File: src/hdl/ztp_pkg.sv
// ----------------------------------------------------------------------------
// ztp_pkg
// Shared types and constants of the Z-order tile partitioner.
// ----------------------------------------------------------------------------
package ztp_pkg;

  localparam int ID_W     = 64;
  localparam int OFF_W    = 48;
  localparam int BYTES_W  = 32;
  localparam int LEN_W    = 16;
  localparam int CNT_W    = 32;
  localparam int NDIM_W   = 3;
  localparam int EDGE_W   = 16;
  localparam int EB_W     = 13;
  localparam int MAXD     = 4;

  localparam logic [2:0] REG_NUM_DIMS   = 3'd0;
  localparam logic [2:0] REG_TILE_EDGE  = 3'd1;
  localparam logic [2:0] REG_ELEM_BYTES = 3'd2;
  localparam logic [2:0] REG_EXTENT_0   = 3'd3;
  localparam logic [2:0] REG_EXTENT_3   = 3'd6;

  // Commands from the controller to the datapath.
  typedef struct packed {
    logic load;      // capture id, start decode
    logic div_start; // start the divide of the current dimension
    logic dim_step;  // fold the current dimension into offset and size
    logic dim_next;  // move to next dimension
  } ztp_cmd_t;

  // Status from the datapath back to the controller.
  typedef struct packed {
    logic div_done;
    logic outside;   // current coordinate beyond block count
    logic last_dim;
  } ztp_sts_t;

endpackage

File: src/hdl/ztp_ctrl.sv
// ----------------------------------------------------------------------------
// ztp_ctrl
// Sequencer: one dimension per divide, then result hand-off.
// ----------------------------------------------------------------------------
module ztp_ctrl import ztp_pkg::*; (
  input  logic     clk,
  input  logic     rst_n,
  input  logic     in_fire,
  input  logic     out_free,
  input  ztp_sts_t sts,
  output ztp_cmd_t cmd,
  output logic     busy,
  output logic     emit
);

  typedef enum logic [2:0] {S_IDLE, S_DIV, S_WAIT, S_STEP, S_EMIT} state_t;
  state_t state_r;

  always_ff @(posedge clk) begin
    if (!rst_n) state_r <= S_IDLE;
    else begin
      case (state_r)
        S_IDLE: if (in_fire) state_r <= S_DIV;
        S_DIV:  state_r <= S_WAIT;
        S_WAIT: if (sts.div_done) begin
          if (sts.outside) state_r <= S_IDLE;
          else state_r <= S_STEP;
        end
        S_STEP: state_r <= sts.last_dim ? S_EMIT : S_DIV;
        S_EMIT: if (out_free) state_r <= S_IDLE;
        default: state_r <= S_IDLE;
      endcase
    end
  end

  always_comb begin
    cmd.load      = in_fire;
    cmd.div_start = (state_r == S_DIV);
    cmd.dim_step  = (state_r == S_STEP);
    cmd.dim_next  = (state_r == S_STEP) && !sts.last_dim;
    busy          = (state_r != S_IDLE);
    emit          = (state_r == S_EMIT) && out_free;
  end

endmodule

File: config.mk
export PLATFORM = sky130hd
export DESIGN_NAME = ztp_ctrl
export DESIGN_NICKNAME = d
export VERILOG_FILES = /design/src/hdl/ztp_pkg.sv /design/src/hdl/ztp_ctrl.sv
export SDC_FILE = /design/constraint.sdc
export NUM_CORES = 1
export LEC_CHECK = 0
export ABC_AREA = 0
export BUFFER_PORTS_ARGS = -buffer_cell sky130_fd_sc_hd__buf_2
export CAP_MARGIN = 15
export CELL_PAD_IN_SITES_DETAIL_PLACEMENT = 1
export CELL_PAD_IN_SITES_GLOBAL_PLACEMENT = 2
export CORE_AREA = 4 4 41 43
export DETAILED_ROUTE_END_ITERATION = 10
export DIE_AREA = 0 0 45 47
export PLACE_DENSITY = 0.74
export SYNTH_ARGS = -nofsm -noshare
export SYNTH_HDL_FRONTEND = slang
export SYNTH_SLANG_ARGS = --single-unit
File: constraint.sdc
create_clock -name clk -period 2.35 [get_ports clk]
set_clock_uncertainty 0.15 [all_clocks]
set_input_delay 0.1175 -clock clk [delete_from_list [all_inputs] [get_ports clk]]
set_output_delay 0.1175 -clock clk [all_outputs]
set_load 0.005 [all_outputs]
* Word level (Yosys, flattened, before mapping)
Index checks and enable logic that the tools add are counted.
** Storage, ports and cells
- Flip-flop bits (word level) :: 3
- Logic and storage cells :: 20
- Output and inout port bits :: 6
** Operators by class
- Equality and inequality tests :: 7
- Reduce and logical (&&, ||, !) cells :: 6
- Multiplexer cells :: 6
** Operators with widths (number)
- $pmux W3 S5 :: 1
- $mux W3 :: 4
- $eq A3 B2 Y1 const B :: 2
- $ne A2 B2 Y1 const B :: 3
- $eq A3 B1 Y1 const B :: 1
- $eq A3 B3 Y1 const B :: 1
- $logic_not A3 Y1 :: 1
- $reduce_and A3 Y1 :: 1
- $reduce_bool A3 Y1 :: 1
- $logic_and A1 B1 Y1 :: 2
- $mux W2 :: 1
- $logic_not A1 Y1 :: 1

* Depth between registers and ports, before layout
- Depth after elaboration :: 3
- Gate-level depth with buffers :: 4

* Worst setup path before layout
No wires, ideal clock.
- Path kind :: register to register
- Start :: register state_r[1]
- End :: register state_r[0]
- Cell stages (with the launch flop) :: 5
- Arrival time :: 0.959 ns
- Data required time :: 2.079 ns
- Buffers on the path :: 1
- Library setup time :: 0.121 ns
- Path slack :: 1.119 ns
- Cells stage by stage :: dfxtp_1 > buf_6 > mux2_4 > o31ai_4 > nor3_1
** Between the ends
- Cells in the longest elaborated chain, start to end :: 3
- Elaborated cells on any way between the ends :: 10
** Ends and longest elaborated chain
- start: declaration :: line ztp_ctrl.sv:17 : state_t state_r;
- start signal: assignment :: line ztp_ctrl.sv:29 : S_STEP: state_r <= sts.last_dim ? S_EMIT : S_DIV;
- $eq A3 B2 Y1 (tied with other cells) :: line ztp_ctrl.sv:22 : case (state_r)
- $ne A2 B2 Y1 (no line)
- $reduce_and A3 Y1 (no line)
Parallel ways exist; a longest one is shown, timed or not.
A chain may end at the register's enable or synchronous reset.

* Final worst setup path
- Start :: register state_r[2]
- End :: output emit
** Between the ends
- Cells in the longest elaborated chain, start to end :: 2
** Ends and longest elaborated chain
- $eq A3 B3 Y1 :: line ztp_ctrl.sv:42 : emit = (state_r == S_EMIT) && out_free;
- $logic_and A1 B1 Y1 :: line ztp_ctrl.sv:42
- end: declaration :: line ztp_ctrl.sv:13 : output logic emit
Every way passes these cells.

==> metrics.md <==
| Metric | Value |
|---|---|
| Status | `complete, no violations` |
| Largest net degree at the start of global routing | `11` |
| Cell count after synthesis | `30` |
| Largest registers | `state_r x3` |
| DRC Markers | `0` |
| Die width | `45 µm` |
| Reg power frac | `0.339` |
| PwrDens | `851 nW/µm²` |
| Internal power | `approximately 0.18 mW` |
| Seq/Total Area, Yosys | `0.242` |
| Mean Syn Cell Area | `around 8.3 µm²` |
| Crit. End Element | `primary output` |
| Critical path class | `reg -> out` |
| IO Count | `13` |
| Input/output buffers | `12` |
| Critical path data arrival time | `~1.2 ns` |
| Setup TNS Final | `0 ns` |
| Detailed Route WL | `roughly 620 µm` |
| Setup Buffers After CTS | `0` |
| Layout area overhead | `33.8%` |
| Tightest Hold Check Type | `in -> reg` |
| Max FFs per register | `3` |
| RSZ-0062 raised after global routing | `false` |
| Net Sw Power | `0.0995 mW` |
| Fill count | `between 150 and 200` |
| Slew headroom | `0.746` |
| Worst setup SP type | `flip-flop` |
| Vias per std cell | `4.33` |
| Hold Vio Cnt, Final | `0` |
| Switching Share | `0.353` |
| Comb pwr share | `0.319` |
| H-tree depth | `1` |
| First-pass GRT wire length | `993 µm` |
| Final Total Pwr | `roughly 0.28 mW` |
| Fin cells | `a little under 60` |
| Syn_nets | `37` |
| Die height | `between 40 and 50 µm` |
| Hold bufs inserted after CTS | `1` |
| Leading cell type in the layout, fill and taps excluded | `buf_2` |
| First-pass DRT Iterations | `3` |
| Initial core utilization | `0.190` |
| Row count | `13` |
| Register with the most flip-flops | `state_r` |
| Drt wl/cell | `10.7 µm` |
| Routed Antenna Nets | `0` |
| Final period util | `0.612` |
| Crit Path Max Fanout | `10` |
| Post-synthesis register bit count | `3` |
| TritonCTS clock tree | `yes` |
| Clock power share | `0.342` |
| Num Clock Sinks | `3` |
| Worst slew pin tran | `between 0.3 and 0.4 ns` |
| Initial antenna violation count | `0` |
| Post-cts sizing count | `0` |
| Vias in the first global route | `251` |
| Slew Limit Fails | `0` |
| Req. time, crit path | `2.08 ns` |
| Leakage power | `between 0.15 and 0.2 nW` |
| Maximum VDD drop | `206 µV` |
| Synth warn | `0` |
| Unique cell type count in the Yosys netlist | `18` |
| Worst-case clock buffer depth | `2` |
| Die area | `2120 µm²` |
| Core area | `1300 µm²` |
| ANT cells | `0` |
| Layout cell share with drive strength beyond 1 | `0.419` |
| Via Count | `251` |
| Total grt overflow | `0` |
| Combined area of the multi-input logic cells | `156 µm²` |
| Final-stage net count | `51` |
| Later-pin clock latency in the skew report | `0.25 ns` |
| Reg-to-reg slack, setup | `roughly 1 ns` |
| # setup viols final | `0` |
| All-layer global routing usage | `0.0678` |
| FF/Latch Area | `60.1 µm²` |
| Synth Cell Area | `roughly 250 µm²` |
| Crit path time final | `1.44 ns` |
| Clock root buffer | `clkbuf_4` |
| Max Clock Freq | `0.695 GHz` |
| Max-Cap Viols | `0` |
| Routability congestion estimate | `between 0.6 and 0.7` |
| 1st-iter DRT viols | `2` |
| Reg clk slew, reported paths | `0.03 ns` |
| Cells after DPL | `53` |
| CTS Buf Count | `3` |
[power groups by stage]
stage | sequential [mW] | clock (mW) | combinational, mW
6_report | 0.0956 | 0.0966 | 0.0899
3_5_place_dp | 0.0966 | 0 | 0.0901
3_3_place_gp | 0.0960 | 0 | 0.0911
2_1_floorplan | 0.0661 | 0 | 0.100
4_1_cts | 0.0962 | 0.0975 | 0.0925
5_1_grt | 0.0992 | 0.101 | 0.102
[cells by family (layout without fill, tap and decap cells)]
| logic type | Yosys count | count (layout) | synth area share |
|---|---|---|---|
| AO/OA/AOI/OAI | 6 | 6 | 0.217 |
| AND/OR/NAND/NOR | 16 | 16 | 0.354 |
| buffers and inverters | 4 | 17 | 0.126 |
| flip-flops | 3 | 3 | 0.242 |
| multiplexers | 1 | 1 | 0.0606 |
[routing by layer]
metal,up-vias,part of all wire,global-route usage,wire length [µm]
li1,128,-,-,-
met2,12,0.43,0.0960,268
met1,109,0.47,0.0837,293
met5,-,0,0,0
met4,0,0.032,0.0526,20
met3,2,0.061,0.0230,38
[through the flow]
step | setup WS, ns | utilization | hold slack, ns | cell area [µm²]
CTS | 0.894 | 0.255 | 0.0432 | 332
floorplan | 1.12 | - | 0.0858 | 248
global route | 0.799 | 0.255 | 0.0528 | 332
finish | 0.911 | 0.255 | 0.0348 | 332
global placement | 1.00 | 0.227 | 0.232 | 295
detailed placement | 0.982 | 0.227 | 0.237 | 295
[worst max-delay path, cell delays in order, from the launching register on]
cell	delay [ns]
dfxtp_1	0.54
nand2_1	0.12
nor3_1	0.13
buf_2	0.14
[cell usage after synthesis]
library cell | count | area share
a22oi_1 | 1 | 0.030
buf_4 | 2 | 0.061
nand2_1 | 3 | 0.045
nor3_1 | 3 | 0.061
dfxtp_1 | 3 | 0.24
nor3b_1 | 2 | 0.061
or3_1 | 1 | 0.025
nand3_1 | 1 | 0.020
buf_6 | 1 | 0.045
nor2b_1 | 2 | 0.050
mux2_4 | 1 | 0.061
nor2_1 | 2 | 0.030
o31ai_4 | 1 | 0.086
and3b_1 | 1 | 0.035
buf_2 | 1 | 0.020
nand2b_1 | 1 | 0.025
a21oi_1 | 3 | 0.061
o21ba_2 | 1 | 0.040
[final cells by class]
type                       instances  share of cell area
sequential                         3               0.181
multi-input combinational         23               0.472
timing repair buffer              13               0.211
clock buffer                       4              0.0792
tap                               15              0.0566
[final timing paths]
kind	startpoint	end	cells after the start
setup / recovery	state_r[2]	emit	3
hold / removal	out_free	state_r[2]	4
setup reg to reg	state_r[1]	state_r[0]	3
hold reg to reg	state_r[2]	state_r[0]	1
Power figures use the tool's default switching activity.
